[src/hw/rtl/assert_macros.svh]
// Assertion macros used by the RTL of the detector.
// Needs nothing else; take it in with `include.
`ifndef ASSERT_MACROS_SVH
`define ASSERT_MACROS_SVH

// same-cycle implication, disabled while reset is low
`define ASSERT_IMPLIES(label, clk, rst_n, ante, cons) \
    label: assert property (@(posedge clk) disable iff (!rst_n) (ante) |-> (cons)) \
        else $error("assertion failed: ante |-> cons");

// next-cycle implication, disabled while reset is low
`define ASSERT_NEXT(label, clk, rst_n, ante, cons) \
    label: assert property (@(posedge clk) disable iff (!rst_n) (ante) |=> (cons)) \
        else $error("assertion failed: ante |=> cons");

`endif

[src/hw/rtl/sted_pkg.sv]
// Types, constants and the trigger evaluation function of the sensor trigger event detector.
// Depends on nothing.
package sted_pkg;

    localparam int unsigned SAMPLE_W  = 8;
    localparam int unsigned HOLD_W    = 7;
    localparam int unsigned CODE_W    = 8;
    localparam int unsigned SENSOR_W  = 2;
    localparam int unsigned CFG_IDX_W = 3;
    localparam int unsigned WORD_W    = 27;

    localparam logic [HOLD_W-1:0] EDGE_GATE        = 7'd20;
    localparam logic [HOLD_W-1:0] HELD_ABOVE_STEPS = 7'd50;
    localparam logic [HOLD_W-1:0] HELD_BELOW_STEPS = 7'd100;
    localparam logic [HOLD_W-1:0] HOLD_MAX         = 7'd127;

    typedef logic [SAMPLE_W-1:0] t_sample;
    typedef logic [HOLD_W-1:0]   t_hold;

    typedef enum logic [2:0] {
        MODE_RISE       = 3'd0,
        MODE_FALL       = 3'd1,
        MODE_ABOVE      = 3'd2,
        MODE_BELOW      = 3'd3,
        MODE_HELD_ABOVE = 3'd4,
        MODE_HELD_BELOW = 3'd5
    } t_mode;

    typedef struct packed {
        logic [CODE_W-1:0] detail;
        logic [CODE_W-1:0] response;
        t_sample           level;
        t_mode             mode;
    } t_trig;

    typedef struct packed {
        logic  fire;
        t_hold hold;
    } t_eval;

    typedef struct packed {
        logic [CODE_W-1:0] code;
        logic [CODE_W-1:0] detail;
        logic              last;
    } t_result;

    function automatic t_hold held_next(input logic cond, input t_hold hc);
        t_hold nh;
        nh = hc;
        if (cond) begin
            if (hc < HOLD_MAX) begin
                nh = hc + 7'd1;
            end
        end else if (hc != '0) begin
            nh = hc - 7'd1;
        end
        return nh;
    endfunction

    function automatic t_eval trig_eval(input t_trig w, input t_sample prev,
                                        input t_sample cur, input t_hold hc);
        t_eval r;
        logic  above;
        logic  below;
        above  = cur > w.level;
        below  = cur < w.level;
        r.fire = 1'b0;
        r.hold = hc;
        if (w.response != '0) begin
            case (w.mode)
                MODE_RISE:  r.fire = (prev < w.level) && above && (hc < EDGE_GATE);
                MODE_FALL:  r.fire = (prev > w.level) && below && (hc < EDGE_GATE);
                MODE_ABOVE: r.fire = above;
                MODE_BELOW: r.fire = below;
                MODE_HELD_ABOVE: begin
                    if (above && hc >= HELD_ABOVE_STEPS) begin
                        r.fire = 1'b1;
                        r.hold = '0;
                    end else begin
                        r.hold = held_next(above, hc);
                    end
                end
                MODE_HELD_BELOW: begin
                    if (below && hc >= HELD_BELOW_STEPS) begin
                        r.fire = 1'b1;
                        r.hold = '0;
                    end else begin
                        r.hold = held_next(below, hc);
                    end
                end
                default: r.fire = 1'b0;
            endcase
        end
        return r;
    endfunction

endpackage

[src/hw/rtl/sensor_trigger_event_detector.sv]
// A sample beat is accepted into the input register; its results are written to the result
// queue once there is room and are shown on the output from the queue. The input takes one beat
// per cycle while the queue has room; a beat that fires both triggers gives two result beats.
// Reset (synchronous, active low) clears trigger words, sample and hold state, the input
// valid flag and the pointers and count of the 4-entry result queue; no clearing pass.
// Top level of the sensor trigger event detector; uses sted_pkg and assert_macros.svh.
`include "assert_macros.svh"

module sensor_trigger_event_detector #(
    parameter int unsigned SENSOR_COUNT        = 4,
    parameter int unsigned TRIGGERS_PER_SENSOR = 2
) (
    input  logic                              i_clk,
    input  logic                              i_rst_n,
    input  logic                              i_cfg_wr_en,
    input  logic [sted_pkg::CFG_IDX_W-1:0]    i_cfg_index,
    input  logic [sted_pkg::WORD_W-1:0]       i_cfg_wdata,
    input  logic                              i_in_valid,
    output logic                              o_in_ready,
    input  logic [sted_pkg::SENSOR_W-1:0]     i_sensor_index,
    input  logic [sted_pkg::SAMPLE_W-1:0]     i_sample_value,
    output logic                              o_out_valid,
    input  logic                              i_out_ready,
    output logic [sted_pkg::CODE_W-1:0]       o_response_code,
    output logic [sted_pkg::CODE_W-1:0]       o_response_detail,
    output logic                              o_last_of_run
);

    localparam int unsigned SEL_W   = (SENSOR_COUNT > 1) ? $clog2(SENSOR_COUNT) : 1;
    localparam int unsigned TRIG_SLOTS = 4;
    localparam logic [2:0]  Q_DEPTH = 3'd4;
    localparam logic [2:0]  Q_ROOM  = 3'd2;

    logic [sted_pkg::WORD_W-1:0] r_trig_t0 [TRIG_SLOTS];
    logic [sted_pkg::WORD_W-1:0] r_trig_t1 [TRIG_SLOTS];

    sted_pkg::t_sample r_prev   [SENSOR_COUNT];
    sted_pkg::t_sample r_latest [SENSOR_COUNT];
    sted_pkg::t_hold   r_hold   [SENSOR_COUNT];

    logic                            r_in_valid;
    logic [sted_pkg::SENSOR_W-1:0]   r_sensor;
    sted_pkg::t_sample               r_sample;

    sted_pkg::t_result r_queue [4];
    logic [1:0]        r_rd_ptr;
    logic [1:0]        r_wr_ptr;
    logic [2:0]        r_count;

    logic              sensor_ok;
    logic [SEL_W-1:0]  sel;
    sted_pkg::t_trig   trig0;
    sted_pkg::t_trig   trig1;
    sted_pkg::t_sample prev_cur;
    sted_pkg::t_hold   hold_cur;
    sted_pkg::t_eval   ev0;
    sted_pkg::t_eval   ev1;
    logic              fire0;
    logic              fire1;
    logic              pop;
    logic              process;
    logic [2:0]        n_count;
    logic [1:0]        push_n;
    sted_pkg::t_result res0;
    sted_pkg::t_result res1;
    sted_pkg::t_result head;

    assign sensor_ok = ({1'b0, r_sensor} < 3'(SENSOR_COUNT));
    assign sel       = SEL_W'(r_sensor);
    assign prev_cur  = sensor_ok ? r_latest[sel] : '0;
    assign hold_cur  = sensor_ok ? r_hold[sel] : '0;
    assign trig0     = sted_pkg::t_trig'(r_trig_t0[r_sensor]);
    assign trig1     = (TRIGGERS_PER_SENSOR > 1) ?
                       sted_pkg::t_trig'(r_trig_t1[r_sensor]) : '0;

    // trigger 1 sees the hold count left by trigger 0
    assign ev0   = sted_pkg::trig_eval(trig0, prev_cur, r_sample, hold_cur);
    assign ev1   = sted_pkg::trig_eval(trig1, prev_cur, r_sample, ev0.hold);
    assign fire0 = ev0.fire && sensor_ok;
    assign fire1 = ev1.fire && sensor_ok;

    assign head              = r_queue[r_rd_ptr];
    assign o_out_valid       = (r_count != '0);
    assign o_response_code   = head.code;
    assign o_response_detail = head.detail;
    assign o_last_of_run     = head.last;

    assign pop        = o_out_valid && i_out_ready;
    assign process    = r_in_valid && ((r_count - {2'b0, pop}) <= Q_ROOM);
    assign o_in_ready = !r_in_valid || process;

    always_comb begin
        res0 = '0;
        res1 = '0;
        if (fire0) begin
            res0.code   = trig0.response;
            res0.detail = trig0.detail;
            res0.last   = !fire1;
            res1.code   = trig1.response;
            res1.detail = trig1.detail;
            res1.last   = 1'b1;
        end else begin
            res0.code   = trig1.response;
            res0.detail = trig1.detail;
            res0.last   = 1'b1;
        end
        push_n  = process ? (2'({1'b0, fire0}) + 2'({1'b0, fire1})) : 2'd0;
        n_count = r_count - {2'b0, pop} + {1'b0, push_n};
    end

    always_ff @(posedge i_clk) begin
        if (!i_rst_n) begin
            for (int i = 0; i < TRIG_SLOTS; i++) begin
                r_trig_t0[i] <= '0;
                r_trig_t1[i] <= '0;
            end
        end else if (i_cfg_wr_en) begin
            if (i_cfg_index[0]) begin
                r_trig_t1[i_cfg_index[2:1]] <= i_cfg_wdata;
            end else begin
                r_trig_t0[i_cfg_index[2:1]] <= i_cfg_wdata;
            end
        end
    end

    always_ff @(posedge i_clk) begin
        if (!i_rst_n) begin
            for (int i = 0; i < SENSOR_COUNT; i++) begin
                r_prev[i]   <= '0;
                r_latest[i] <= '0;
                r_hold[i]   <= '0;
            end
        end else if (process && sensor_ok) begin
            r_prev[sel]   <= r_latest[sel];
            r_latest[sel] <= r_sample;
            r_hold[sel]   <= ev1.hold;
        end
    end

    always_ff @(posedge i_clk) begin
        if (!i_rst_n) begin
            r_in_valid <= 1'b0;
        end else if (o_in_ready) begin
            r_in_valid <= i_in_valid;
        end
    end

    always_ff @(posedge i_clk) begin
        if (o_in_ready && i_in_valid) begin
            r_sensor <= i_sensor_index;
            r_sample <= i_sample_value;
        end
    end

    always_ff @(posedge i_clk) begin
        if (!i_rst_n) begin
            r_rd_ptr <= '0;
            r_wr_ptr <= '0;
            r_count  <= '0;
        end else begin
            r_count <= n_count;
            r_wr_ptr <= r_wr_ptr + push_n;
            if (pop) begin
                r_rd_ptr <= r_rd_ptr + 2'd1;
            end
        end
    end

    always_ff @(posedge i_clk) begin
        if (push_n != '0) begin
            r_queue[r_wr_ptr] <= res0;
        end
        if (push_n == 2'd2) begin
            r_queue[r_wr_ptr + 2'd1] <= res1;
        end
    end

    `ASSERT_IMPLIES(a_queue_bound, i_clk, i_rst_n, 1'b1, r_count <= Q_DEPTH)
    `ASSERT_IMPLIES(a_pair_queued, i_clk, i_rst_n, o_out_valid && !o_last_of_run, r_count >= 3'd2)
    `ASSERT_IMPLIES(a_hold_range, i_clk, i_rst_n, r_in_valid && sensor_ok, hold_cur <= sted_pkg::HELD_BELOW_STEPS)
    `ASSERT_NEXT(a_beat_lands, i_clk, i_rst_n, i_in_valid && o_in_ready, r_in_valid)

endmodule

[config.mk]
export PLATFORM = sky130hd
export DESIGN_NAME = sensor_trigger_event_detector
export DESIGN_NICKNAME = d
export VERILOG_FILES = /design/src/hw/rtl/sted_pkg.sv /design/src/hw/rtl/sensor_trigger_event_detector.sv
export VERILOG_INCLUDE_DIRS = /design/src /design/src/hw/rtl
export SDC_FILE = /design/constraint.sdc
export NUM_CORES = 1
export LEC_CHECK = 0
export BUFFER_PORTS_ARGS = -buffer_cell sky130_fd_sc_hd__buf_2
export CORE_ASPECT_RATIO = 0.8
export CORE_MARGIN = 2
export CORE_UTILIZATION = 60
export CTS_BUF_LIST = sky130_fd_sc_hd__clkbuf_16
export DETAILED_ROUTE_END_ITERATION = 16
export PLACE_DENSITY_LB_ADDON = 0.2
export REMOVE_ABC_BUFFERS = 1
export SETUP_SLACK_MARGIN = 0.2
export SLEW_MARGIN = 20
export SYNTH_ARGS = -nofsm -noshare
export SYNTH_HDL_FRONTEND = slang
export SYNTH_SLANG_ARGS = --single-unit
[constraint.sdc]
create_clock -name i_clk -period 14.7 [get_ports i_clk]
set_input_delay 2.94 -clock i_clk [delete_from_list [all_inputs] [get_ports i_clk]]
set_output_delay 2.94 -clock i_clk [all_outputs]
set_load 0.005 [all_outputs]
==> reports/results.ini, run 1 <==
[timing]
min_period_over_period_pct=55.3
final.setup_skew_ns=0.0162
setup_viol=0
slew_violations=0
fin_crit_ns=8.12
finalSetupTns_ns=0
rsz0062_at_grt=no
relSlewSlack_pct=24.4
hold_violations=0
worst_slew_pin_slew_ns=1.13
fin_hold_ws_ns=0.587
fmax_ghz=0.123

[placed_design]
dp_hpwl_um=29700
placed_area_um2=19700
placed_cells=1824
port-buffer-count=63
place_congestion=0.937

[route]
drt-met1-wl_um=19300
wire_per_inst_um=24.1
drc=0
vias=12300
first_pass_iters=6
top_layer=met5
met2_length_um=21200
final_antenna_net_count=0
wl_met3_um=4430
drt_iter0_drc=1285
routed_wl_um=45800
drt-vias-per-instance=6.46

[cts]
cts_setup_buffers=0
clock-sinks=366
clock_path_buffers=3
cts-buffers-inserted=37
cts-resized-gates=0
cts.clk_slew.worst_paths_ns=0.06
ctsHtreeMaxLevel=2
clk_latency_ns=0.53
tritoncts=done
cts-root-buf=clkbuf_16
cts_hold_buf=0

[finish]
drive_above_1_share_pct=18.6
fin_nets=1537
final_cell_count_no_fill=1898
area_growth_syn_to_layout_pct=11.5
design_area_um2=21000

[global_route]
grt_overflow=0
track_usage_pct=28.4
grt_max_degree=78
grt_pass1_wl_um=70400
grt_pass1_vias=12100
antenna_found_initial=5

[power]
max-vdd-ir-drop_uv=80.1
p_leak_nw=7.79
p_per_area_nw_per_um2=156
total_power_mw=3.28

[setup_path]
reg2reg_to=r_queue[2][10]
crit_end=r_queue[2][10]
critPathMaxFanout=46
crit_arrival_ns=8.50
cp-start-kind=flip-flop
critPathRequiredTime_ns=15.08
critPathKind=reg2reg
ff2ff_setup_slack_ns=6.58
end_kind=flip-flop
reg2reg_depth=19

[synth]
yosysSeqAreaShare_pct=57.7
avgSynthCellArea_um2=13.5
synth-edff-count=354
synth.lib_cells_used.distinct=79
yosys_most_used_dff=edfxtp_1
synth_cells=1393
ys_warn_count=0
synthArstFlopShare_pct=0
syn-cell-area_um2=18900
synth.ff_latch_count=366

[die]
start_util_pct=60.4
die_h_um=163
fp.dieW_um=202
ios=64
std_cell_rows=58
coreArea_um2=31200
die_area_um2=32900

[worst_hold_path]
min_from=r_rd_ptr[1]
min_path_type=reg2reg

[status]
outcome=complete, no violations

[run]
drv_cap=0

## cells in the final DEF (no fill, tap or decap), drive strengths merged, types with 5 or more instances in the layout
cell type and n:
o211ai 7, nor4 6, mux2i 43, nor3 21, a21o 8, a211oi 5
and3 13, o21ai 72, and2 259, edfxtp 354, inv 42, xnor2 10
ha 43, nand2 46, a31oi 6, o31ai 6, a22o 33, mux4 86
or4 6, clkinv 14, nand2b 9, nand3 55, a21oi 25, nor2b 8
nor2 62, buf 90, clkbuf 39, o2111ai 5, nand4 13, dfxtp 12
nor3b 5
## synthesized netlist by cell type, types with 6 or more instances
master	n	area, um2
a21o_1	7	52.6
a21oi_1	25	125
a22o_1	33	289
and2_1	258	1610
and3_1	13	81.3
buf_1	9	33.8
buf_2	9	45.0
clkbuf_1	51	191
dfxtp_1	12	240
edfxtp_1	354	10600
ha_1	43	538
inv_1	33	124
mux2i_1	43	430
mux4_2	86	1940
nand2_1	46	173
nand2b_1	9	56.3
nand3_1	55	275
nand4_1	13	81.3
nor2_1	62	233
nor2b_1	8	50.1
nor3_1	20	100
o211ai_1	7	52.6
o21ai_0	67	335
o31ai_1	6	45.0
xnor2_1	10	87.6
## layout make-up
| class | count | area, um2 |
|---|---|---|
| fillers | 2224 | 10200 |
| well taps | 420 | 526 |
| multi-input cells | 919 | 7650 |
| inverters | 34 | 128 |
| clock inverters | 28 | 238 |
| flip-flops and latches | 366 | 10900 |
| repair buffers | 90 | 618 |
| clock buffers | 39 | 976 |
| diodes | 2 | 5.00 |
## state kept, by name, indices dropped and copies added, names as in the netlist, named ones only
signal,flops
r_sample,8
r_queue,68
r_sensor,2
r_hold,28
r_rd_ptr,2
r_trig_t1,108
r_trig_t0,108
r_in_valid,1
r_latest,32
r_count,3
r_wr_ptr,2
## report_power, final
| group | switching (mW) | internal [mW] |
|---|---|---|
| registers | 0.0463 | 1.26 |
| logic | 0.631 | 0.395 |
| clock network | 0.393 | 0.552 |
## cell families after synthesis
family	synth area share [%]
multiplexers	12.7
adder cells (fa/ha/maj)	2.96
AO/OA/AOI/OAI	7.71
XOR/XNOR	0.604
buffers and inverters	2.42
AND/OR/NAND/NOR	15.9
flip-flops	57.7
## worst max-delay path, stage by stage, from the launching register on
cell,delay [ns]
dfxtp_4,0.69
buf_4,0.82
mux4_2,0.59
inv_1,0.09
ha_1,0.17
nand4_1,0.22
a21oi_1,0.57
o21ai_0,0.30
a32oi_1,0.25
nand3_1,0.43
or4_1,0.64
nor2_1,0.16
a21oi_1,0.10
o21bai_1,0.16
a221oi_1,0.30
ha_1,0.40
nor3b_1,0.36
nand2_1,0.58
xnor2_1,0.85
a22o_1,0.24
## per-layer routing
metal | GRT usage [%] | up-vias
li1 | - | 5459
met1 | 41.7 | 6083
met2 | 44.1 | 641
met3 | 4.98 | 67
met4 | 8.73 | 2
met5 | 0 | -
## metrics by stage
step	worst slack [ns]	util (%)
floorplan	4.63	-
global placement	6.93	63.0
detailed placement	6.73	63.0
CTS	6.66	66.9
global route	5.68	67.3
finish	6.58	67.4
## worst min-delay path by stage
| stage | end | slack [ns] | cells after the start |
|---|---|---|---|
| floorplan | flip-flop | 0.55 | 2 |
| global placement | r_rd_ptr[1] | 0.57 | 2 |
| detailed placement | r_rd_ptr[1] | 0.57 | 2 |
| CTS | r_rd_ptr[1] | 0.59 | 2 |
| global route | r_rd_ptr[1] | 0.64 | 2 |
| finish | r_rd_ptr[1] | 0.59 | 2 |
Note: power is estimated with default switching activity, not from simulation.
==> run 2: changes to the inputs <==
- ABC_AREA: not set -> 1
- clock period: 14.7 -> 7.6 ns (I/O delays scaled with it)
==> reports/results.ini, run 2 <==
[die]
die_h_um=162  ; was 163 um
start_util_pct=61.1  ; was 60.4%
die_area_um2=32400  ; was 32900 um2
fp.dieW_um=201  ; was 202 um
ios=64  ; unchanged
coreArea_um2=30500  ; was 31200 um2
std_cell_rows=57  ; was 58

[global_route]
grt_overflow=0  ; unchanged
grt_pass1_wl_um=76000  ; was 70400 um
grt_pass1_vias=13700  ; was 12100
grt_max_degree=108  ; was 78
antenna_found_initial=0  ; was 5
track_usage_pct=30.0  ; was 28.4%

[placed_design]
port-buffer-count=63  ; unchanged
place_congestion=0.862  ; was 0.937
placed_area_um2=19300  ; was 19700 um2
dp_hpwl_um=31500  ; was 29700 um

[cts]
cts-buffers-inserted=37  ; unchanged
cts_hold_buf=0  ; unchanged
cts-root-buf=clkbuf_16  ; unchanged
ctsHtreeMaxLevel=2  ; unchanged
cts.clk_slew.worst_paths_ns=0.06  ; about the same
clk_latency_ns=0.54  ; was 0.53 ns
cts-resized-gates=0  ; unchanged
cts_setup_buffers=0  ; unchanged
clock-sinks=366  ; unchanged
clock_path_buffers=3  ; unchanged
tritoncts=done  ; unchanged

[timing]
relSlewSlack_pct=25.0  ; was 24.4%
fin_crit_ns=6.37  ; was 8.12 ns
hold_violations=0  ; unchanged
fin_hold_ws_ns=0.485  ; was 0.587 ns
min_period_over_period_pct=83.8  ; was 55.3%
setup_viol=0  ; unchanged
final.setup_skew_ns=0.0243  ; was 0.0162 ns
worst_slew_pin_slew_ns=1.12  ; was 1.13 ns
rsz0062_at_grt=no  ; unchanged
fmax_ghz=0.157  ; was 0.123 GHz
slew_violations=0  ; unchanged

[power]
clock_power_share_pct=26.2  ; was 28.8%
max-vdd-ir-drop_uv=211  ; was 80.1 uV
intPower_mw=4.15  ; was 2.21 mW
combPwrFrac_pct=35.4  ; was 31.3%
p_leak_nw=8.09  ; was 7.79 nW
p_per_area_nw_per_um2=326  ; was 156 nW/um2
swShare_pct=37.7  ; was 32.6%
switchingPower_mw=2.51  ; was 1.07 mW
total_power_mw=6.66  ; was 3.28 mW
power.share.sequential_pct=38.4  ; was 39.9%

[synth]
ys_warn_count=0  ; unchanged
synth_top_area_share_pct=57.1  ; was 56.4%
yosys_most_used_dff=edfxtp_1  ; unchanged
syn-cell-area_um2=18600  ; was 18900 um2
synth-edff-count=354  ; unchanged
synth_common_cells=428 x nor2_1, 402 x nand2_1, 354 x edfxtp_1  ; was 354 x edfxtp_1, 258 x and2_1, 86 x mux4_2
yosysSeqAreaShare_pct=58.4  ; was 57.7%
synthArstFlopShare_pct=0  ; unchanged
avgSynthCellArea_um2=9.35  ; was 13.5 um2
post-synth-top-count-cell=nor2_1  ; was edfxtp_1
yosys.area.top_type=edfxtp_1  ; unchanged
synth_cells=1989  ; was 1393
synth.ff_latch_count=366  ; unchanged
synth_area_leaders=edfxtp_1 57%, nor2_1 8.6%, nand2_1 8.1%, o21ai_0 5.0%, nand3_1 3.1%  ; was edfxtp_1 56%, mux4_2 10%, and2_1 8.6%, ha_1 2.9%, mux2i_1 2.3%
synth.lib_cells_used.distinct=44  ; was 79

[status]
outcome=complete, no violations  ; unchanged

[finish]
layout.cells.most_common=nor2_1  ; was edfxtp_1
drive_above_1_share_pct=10.4  ; was 18.6%
fin_nets=2118  ; was 1537
regArea_um2=10900  ; about the same
area_growth_syn_to_layout_pct=9.86  ; was 11.5%
design_area_um2=20400  ; was 21000 um2
antenna_cells=0  ; was 2
multiInputGateArea_um2=6840  ; was 7650 um2
reg.largest.list=r_trig_t0 (108), r_trig_t1 (108), r_queue (68)  ; unchanged
final_cell_mix=428 x nor2_1, 401 x nand2_1, 354 x edfxtp_1, 179 x o21ai_0, 125 x inv_1  ; was 354 x edfxtp_1, 258 x and2_1, 86 x mux4_2, 63 x buf_2, 60 x o21ai_0
fill_cells=2416  ; was 2224
post-route-util_pct=67.1  ; was 67.4%

[setup_path]
critPathRequiredTime_ns=7.82  ; was 15.08 ns
ff2ff_setup_slack_ns=1.23  ; was 6.58 ns
crit_arrival_ns=6.59  ; was 8.50 ns
critPathMaxFanout=77  ; was 46
reg2reg_to=r_queue[1][6]  ; was r_queue[2][10]
cp-start-kind=flip-flop  ; unchanged
critPathKind=reg2reg  ; unchanged
end_kind=flip-flop  ; unchanged
reg2reg_depth=26  ; was 19

[worst_hold_path]
holdPathStages=1  ; was 2
min_path_type=reg2reg  ; unchanged
min_from=r_rd_ptr[0]  ; was r_rd_ptr[1]

[route]
final_antenna_net_count=0  ; unchanged
drt_iter0_drc=1847  ; was 1285
drc=0  ; unchanged
vias=14700  ; was 12300
first_pass_iters=6  ; unchanged
drt-vias-per-instance=5.97  ; was 6.46
wire_per_inst_um=19.7  ; was 24.1 um
routed_wl_um=48800  ; was 45800 um

[run]
drv_cap=0  ; unchanged

run 2: cell count changes in the layout (fill, tap and decap cells not counted), sizes merged, moves of 68 or more:
cell and delta:
mux4 -86, nand2 +386, and2 -259, nand3 +68, o21ai +116, nor2 +377
inv +96
run 2: cells by family (layout without fill, tap and decap cells):
logic type,count (synthesis),after routing,synth area share (%)
AO/OA/AOI/OAI,341,341,10.9
XOR/XNOR,6,6,0.282
adder cells (fa/ha/maj),44,44,3.00
buffers and inverters,226,294,4.91
flip-flops,366,366,58.4
AND/OR/NAND/NOR,1006,1006,22.5
run 2: metrics by stage:
step / setup slack (ns) / TNS (ns) / cells
finish: 1.23 / 0 / 2470
detailed placement: 1.37 / 0 / 2403
global placement: 1.57 / 0 / 2403
global route: 0.762 / 0 / 2470
floorplan: -1.96 / -221.86 / 1895
CTS: 1.34 / 0 / 2470
run 2: layer usage:
metal | GRT usage, % | share of wire (%)
met4 | 8.08 | 1.7
met3 | 4.06 | 10
met2 | 45.4 | 45
met1 | 45.9 | 44
met5 | 0 | 0
run 2: cell type report:
type	count	share of cell area, %
Clock buffer	38	4.65
Clock inverter	29	1.02
Inverter	132	2.44
Multi-Input combinational cell	1397	33.5
Sequential cell	366	53.2
Tap cell	413	2.53
Timing Repair Buffer	95	2.72
run 2: worst max path at each step:
stage	endpoint	slack, ns	cells after the start
2_1_floorplan	r_queue[0][0]	-1.96	24
3_3_place_gp	r_queue[1][3]	1.57	24
3_5_place_dp	r_queue[1][3]	1.37	24
4_1_cts	r_queue[1][1]	1.34	26
5_1_grt	r_queue[1][10]	0.76	27
6_report	r_queue[1][6]	1.23	26
run 2: power by group through the flow:
stage | Clock (mW) | Sequential (mW) | Combinational [mW]
floorplan | 0 | 2.60 | 1.56
global placement | 0 | 2.59 | 2.24
detailed placement | 0 | 2.60 | 2.30
CTS | 1.75 | 2.56 | 2.31
global route | 1.83 | 2.57 | 2.61
finish | 1.74 | 2.56 | 2.36
run 2: critical path, cell delays in order, from the launching register on:
cell	delay, ns
dfxtp_4	0.79
buf_4	0.72
nand2_1	0.15
a32o_1	0.33
ha_1	0.31
nand2_1	0.06
nand2_1	0.05
nand2_1	0.05
nand2_1	0.05
nand2_1	0.06
nand2_1	0.39
inv_1	0.27
o2111ai_1	0.17
o31ai_1	0.11
nand3_1	0.08
o2111ai_1	0.15
nand2_1	0.10
buf_4	0.36
clkinv_1	0.35
ha_1	0.39
nor2_1	0.12
inv_1	0.08
nor2_1	0.09
buf_4	0.30
inv_1	0.10
o21ai_1	0.08
buf_4	0.27
